<file path="config.mk">
export PLATFORM = sky130hd
export DESIGN_NAME = cmbs_front
export DESIGN_NICKNAME = d
export VERILOG_FILES = /design/src/rtl/cmbs_pkg.sv /design/src/rtl/cmbs_front.sv
export SDC_FILE = /design/constraint.sdc
export NUM_CORES = 1
export LEC_CHECK = 0
export ABC_CLOCK_PERIOD_IN_PS = 7400
export BUFFER_PORTS_ARGS = -buffer_cell sky130_fd_sc_hd__buf_2
export CELL_PAD_IN_SITES_DETAIL_PLACEMENT = 1
export CELL_PAD_IN_SITES_GLOBAL_PLACEMENT = 2
export CORE_MARGIN = 2
export CORE_UTILIZATION = 35
export CTS_BUF_LIST = sky130_fd_sc_hd__clkbuf_4 sky130_fd_sc_hd__clkbuf_8
export CTS_CLUSTER_SIZE = 30
export DETAILED_ROUTE_END_ITERATION = 12
export GPL_TIMING_DRIVEN = 0
export HOLD_SLACK_MARGIN = 0.15
export PLACE_DENSITY = 0.82
export SETUP_SLACK_MARGIN = 0.2
export SKIP_LAST_GASP = 1
export SYNTH_ARGS = -nofsm -noshare
export SYNTH_HDL_FRONTEND = slang
export SYNTH_SLANG_ARGS = --single-unit
</file>
<file path="constraint.sdc">
create_clock -name clk -period 7.4 [get_ports clk]
set_input_delay 0 -clock clk [delete_from_list [all_inputs] [get_ports clk]]
set_output_delay 0 -clock clk [all_outputs]
set_load 0.02 [all_outputs]
</file>
<file path="src/rtl/cmbs_pkg.sv">
`default_nettype none
package cmbs_pkg;

  localparam int MAX_FACE_SIZE_DEF = 256;
  localparam int CFG_DW = 9;
  localparam logic [CFG_DW-1:0] SIZE_RESET = 9'd256;
  localparam int QDEPTH = 2;

  typedef enum logic {
    CMD_WRITE  = 1'b0,
    CMD_SAMPLE = 1'b1
  } cmd_t;

  typedef enum logic {
    CFG_FACE_WIDTH  = 1'b0,
    CFG_FACE_HEIGHT = 1'b1
  } cfg_reg_t;

  typedef enum logic [2:0] {
    FACE_PX = 3'd0,
    FACE_NX = 3'd1,
    FACE_PY = 3'd2,
    FACE_NY = 3'd3,
    FACE_PZ = 3'd4,
    FACE_NZ = 3'd5
  } face_t;

  typedef struct packed {
    logic        cmd;
    logic [2:0]  face;
    logic [7:0]  col;
    logic [7:0]  row;
    logic [31:0] rgba;
    logic [15:0] mag;
    logic [16:0] num_u;
    logic [16:0] num_v;
  } cmbs_item_t;

  typedef logic [15:0] srgb_lut_t [256];

  function automatic int quot_width(input int max_size);
    return $clog2(256 * max_size + 1);
  endfunction

  function automatic int pipe_latency(input int max_size);
    return quot_width(max_size) + 8;
  endfunction

  function automatic logic [15:0] srgb_entry(input int unsigned i);
    longint unsigned e;
    longint unsigned a;
    longint unsigned a2;
    longint unsigned lo;
    longint unsigned hi;
    longint unsigned mid;
    longint unsigned b2;
    longint unsigned b4;
    longint unsigned b5;
    longint unsigned q;
    if (i <= 10) begin
      e = (longint'(i) * 655350 * 2 + 32946) / 65892;
    end else begin
      a = ((longint'(1000 * i + 14025) << 31) + 134512) / 269025;
      a2 = (a * a + (longint'(1) << 30)) >> 31;
      lo = 0;
      hi = longint'(1) << 31;
      while (lo < hi) begin
        mid = (lo + hi + 1) >> 1;
        b2 = (mid * mid) >> 31;
        b4 = (b2 * b2) >> 31;
        b5 = (b4 * mid) >> 31;
        if (b5 <= a2) lo = mid;
        else hi = mid - 1;
      end
      q = (a2 * lo) >> 31;
      e = (q * 65535 + (longint'(1) << 30)) >> 31;
    end
    if (e > 65535) e = 65535;
    return e[15:0];
  endfunction

  function automatic srgb_lut_t build_srgb();
    srgb_lut_t t;
    for (int i = 0; i < 256; i++) t[i] = srgb_entry(i);
    return t;
  endfunction

  localparam srgb_lut_t SRGB_LUT = build_srgb();

endpackage
`default_nettype wire

</file>
<file path="src/rtl/cmbs_front.sv">
`default_nettype none
module cmbs_front import cmbs_pkg::*; (
  input  wire logic        clk,
  input  wire logic        rst_n,
  input  wire logic        start,
  output logic             busy,
  input  wire logic        in_cmd,
  input  wire logic [2:0]  in_face_index,
  input  wire logic [7:0]  in_texel_col,
  input  wire logic [7:0]  in_texel_row,
  input  wire logic [31:0] in_texel_rgba,
  input  wire logic [15:0] in_dir_x,
  input  wire logic [15:0] in_dir_y,
  input  wire logic [15:0] in_dir_z,
  output logic             item_vld,
  output cmbs_item_t       item
);
  localparam int QPW = $clog2(QDEPTH);
  localparam int QCW = $clog2(QDEPTH + 1);

  logic signed [16:0] xs, ys, zs, nxs, nys, nzs;
  logic [15:0] ax, ay, az, mag;
  logic signed [16:0] nu, nv;
  logic signed [17:0] su, sv;
  logic [2:0] face_sel;
  cmbs_item_t itm;

  cmbs_item_t     mem_r [QDEPTH];
  logic [QPW-1:0] wr_ptr_r, rd_ptr_r;
  logic [QCW-1:0] cnt_r, cnt_nxt;
  logic           push, pop;

  assign xs  = {in_dir_x[15], in_dir_x};
  assign ys  = {in_dir_y[15], in_dir_y};
  assign zs  = {in_dir_z[15], in_dir_z};
  assign nxs = -xs;
  assign nys = -ys;
  assign nzs = -zs;
  assign ax  = xs[16] ? nxs[15:0] : xs[15:0];
  assign ay  = ys[16] ? nys[15:0] : ys[15:0];
  assign az  = zs[16] ? nzs[15:0] : zs[15:0];

  always_comb begin
    if (ax >= ay && ax >= az) begin
      mag = ax;
      nv  = nys;
      if (!xs[16]) begin
        face_sel = FACE_PX;
        nu       = nzs;
      end else begin
        face_sel = FACE_NX;
        nu       = zs;
      end
    end else if (ay >= az) begin
      mag = ay;
      nu  = xs;
      if (!ys[16]) begin
        face_sel = FACE_PY;
        nv       = zs;
      end else begin
        face_sel = FACE_NY;
        nv       = nzs;
      end
    end else begin
      mag = az;
      nv  = nys;
      if (!zs[16]) begin
        face_sel = FACE_PZ;
        nu       = xs;
      end else begin
        face_sel = FACE_NZ;
        nu       = nxs;
      end
    end
    if (mag == '0) begin
      face_sel = FACE_PX;
      mag      = 16'd1;
      nu       = '0;
      nv       = '0;
    end
  end

  assign su = {nu[16], nu} + {2'b00, mag};
  assign sv = {nv[16], nv} + {2'b00, mag};

  always_comb begin
    itm.cmd   = in_cmd;
    itm.face  = (in_cmd == CMD_WRITE) ? in_face_index : face_sel;
    itm.col   = in_texel_col;
    itm.row   = in_texel_row;
    itm.rgba  = in_texel_rgba;
    itm.mag   = mag;
    itm.num_u = su[16:0];
    itm.num_v = sv[16:0];
  end

  assign busy     = cnt_r == QCW'(QDEPTH);
  assign push     = start && !busy;
  assign pop      = cnt_r != '0;
  assign item_vld = pop;
  assign item     = mem_r[rd_ptr_r];
  assign cnt_nxt  = cnt_r + QCW'(push) - QCW'(pop);

  always_ff @(posedge clk) begin
    if (!rst_n) begin
      wr_ptr_r <= '0;
      rd_ptr_r <= '0;
      cnt_r    <= '0;
    end else begin
      if (push) wr_ptr_r <= wr_ptr_r + 1'b1;
      if (pop) rd_ptr_r <= rd_ptr_r + 1'b1;
      cnt_r <= cnt_nxt;
    end
  end

  always_ff @(posedge clk) begin
    if (push) mem_r[wr_ptr_r] <= itm;
  end
endmodule
`default_nettype wire

</file>
==> qor.txt <==
Status -> complete, no violations
Compound-gate portion of the synthesized area -> 10.9%
FFs w/ async S/R, synth -> 0%
Leakage power -> 6.49 nW
Simple-gate portion of the synthesized area -> 11.1%
Maxcap violations -> 0
Largest net degree at the start of global routing -> 56
Row count -> 70
R2r worst-path depth -> 5
Post-route cell area -> 16300 um2
Worst clock skew -> 0.0295 ns
Vias per std cell -> 5.27
Dpl cell area -> 14500 um2
IO buf count -> 193
Netlist cell types -> 77
Post-Synth Adder-Cell Area -> 8.51%
Core area -> 36300 um2
Synth Cell Area -> 12800 um2
Number of flops mapped to enable cells by yosys -> 204
Fin. Hold Viols -> 0
Layout cell share with drive strength beyond 1 -> 32.5%
CP Max Fanout -> 7
First-pass GRT wire length -> 64.6 mm
Register share of total power -> 35.7%
Mapped Cells -> 1102
Layout overhead on the synthesized area -> 27.5%
Clk pwr share -> 18.5%
Synth top cells by count -> edfxtp_1, mux2_2, nor2_1
Syn nets -> 1290
Post-route minimum period -> 6.96 ns
Internal power -> 2.99 mW
Clk sinks -> 209
Largest area contributor in the netlist -> edfxtp_1
Setup TNS -> 0 ns
Vias in the first global route -> 10700
Endpoints failing setup -> 0
Hold slack -> 0.178 ns
Slowest stage delay, CP -> 0.44 ns
Routability cong. -> 0.898
Die ar. -> 38100 um2
Final WL -> 43.5 mm
Initial Util -> 35.2%
Ranking of synthesized cells by area -> edfxtp_1, mux2_2, ha_1
Max Slew Vio Count -> 0
Post-Layout Cell Count -> 1920
Nets -> 1615
Period utilization -> 94.0%
Antenna-violating nets left -> 0
XOR/XNOR Fraction of Synth Area -> 8.20%
Pwr dens -> 295 nW/um2
Combinational fraction of design power -> 45.8%
Clock buffer depth -> 3
H-tree levels -> 1
Root buffer cell -> clkbuf_8
Dpl hpwl -> 32.5 mm
Switching Share -> 37.9%
Die width -> 195 um
Die Ht -> 195 um
Top FF cell, synth -> edfxtp_1
Worst setup EP type -> register
Hold Path Stages -> 2
Worst EP required -> 7.77 ns
Residual DRC count -> 0
Clock latency on the worst-skew pair -> 0.58 ns
Total GRT Usage -> 22.2%
Initial antenna violation count -> 1
RSZ-0062 raised after global routing -> no
IO Count -> 207
FMAX -> 144 MHz
Pre-antenna DRT Iters -> 5
Via count -> 10100
Initial DRC Count -> 461
Max-Slew Margin vs Limit -> 26.5%
Grt total ovfl -> 0
VDD IR max -> 0.123 mV
Post-synthesis mux area share -> 9.59%
Seq/Total Area, Yosys -> 48.6%
Slew @ Worst Pin -> 1.09 ns
Class of the worst hold path -> in -> reg
Largest family of logic cells by synthesized area -> simple AND/OR/NAND/NOR gates
Dpl cells -> 1767
WP data arrival -> 7.33 ns
Synth top area share -> 47.8%
Avg Inst Size Synth -> 11.6 um2
Sw power -> 1.82 mW
YS warnings -> 0
Cts bufs inserted -> 30
CTS tree -> built
Yosys reg bits -> 209
Per-cell routed wire length -> 22.7 um
Crit-path slowest cell -> or3b_2
CP Class -> in -> reg
Worst-path clk slew -> 0.07 ns
CP startpoint kind -> primary input
Most common cell in the netlist -> edfxtp_1
==> layout make-up <==
type | instances | area [um2]
plain buffers | 49 | 244
fillers | 3967 | 20000
diodes | 1 | 2.50
clock inverters | 16 | 77.6
clock buffers | 40 | 507
repair buffers | 293 | 1960
multi-input cells | 801 | 6560
inverters | 43 | 165
flip-flops and latches | 209 | 6230
well taps | 468 | 586
==> power by group through the flow <==
| stage | clock network (mW) | logic [mW] | registers (mW) |
|---|---|---|---|
| global placement | 0 | 1.92 | 1.73 |
| floorplan | 0 | 1.37 | 1.72 |
| CTS | 0.896 | 2.09 | 1.72 |
| finish | 0.892 | 2.20 | 1.72 |
| global route | 0.961 | 2.39 | 1.74 |
| detailed placement | 0 | 2.00 | 1.74 |
==> cell usage in the layout, fill, tap and decap left out, types with 5 or more instances in the layout <==
cell type      count
mux2i_1            7
and3_1            15
clkbuf_4           7
nand2_1           77
o21ai_0           27
o21bai_1           7
clkinv_2           6
o21a_1            13
or2_2              6
dlygate4sd3_1     74
xnor2_2            7
nor2_1            85
clkinv_1           8
clkbuf_8          33
a21o_1            16
a21oi_1           34
xor2_2             5
inv_1             41
nand3_1           16
a31oi_1            6
buf_2            200
xor2_1            43
ha_1              81
edfxtp_1         204
a21oi_2            5
xnor2_1           63
a211oi_1          32
clkbuf_2           8
and2_1             6
or3_1             10
nand2b_1          11
clkbuf_1          25
mux2_2           102
dfxtp_1            5
buf_4             26
nor3_2             5
nor3_1            18
==> registers in the layout, indices dropped and copies added (netlist names), named ones only <==
signal	count
wr_ptr_r	1
mem_r	204
rd_ptr_r	1
cnt_r	2
==> critical path, delay by kind of cell <==
| kind | cells | cell delay, ns |
|---|---|---|
| and+or+nand+nor | 8 | 1.60 |
| xor gates and xnor gates | 2 | 0.46 |
| AOI/OAI and AO/OA | 16 | 3.40 |
| buffers and inverters | 6 | 0.85 |
| adders and majority gates | 4 | 0.98 |
==> cells by family after synthesis <==
logic type,count (synthesis)
fa+ha+maj,86
simple gates,287
mux,110
flops,209
xor+xnor,119
buf+inv,92
compound gates,199
==> final timing paths <==
check / from / to / slack, ns
worst max-delay path: in_dir_y[0] / mem_r[1][16]$_DFFE_PP_ / 0.44
worst min-delay path: in_texel_rgba[29] / mem_r[1][79]$_DFFE_PP_ / 0.18
worst max register to register: cnt_r[0]$_SDFF_PN0_ / mem_r[0][84]$_DFFE_PP_ / 5.37
worst min register to register: cnt_r[1]$_SDFF_PN0_ / cnt_r[1]$_SDFF_PN0_ / 0.52
==> routing by layer <==
layer,vias to the layer above,share of wire [%],global-route usage (%)
met1,5009,42,27.1
met2,307,50,40.3
met5,-,0,0
li1,4723,-,-
met4,0,2.9,7.15
met3,75,5.1,3.30
==> timing repair <==
action	in CTS	in global routing
setup endpoints to repair	26	24
gates resized for setup	34	46
setup buffers	4	18
endpoints found under the hold margin	130	2
pin swaps	3	14
hold buffers	72	2
==> per-stage QoR <==
stage	util, %	power, mW	setup WS [ns]
after floorplan	-	3.10	0.381
after global placement	39.5	3.65	-1.22
after detailed placement	39.8	3.74	-1.19
after CTS	43.9	4.70	0.216
after global routing	44.9	5.09	0.120
final	44.9	4.81	0.441
Power figures use the tool's default switching activity.
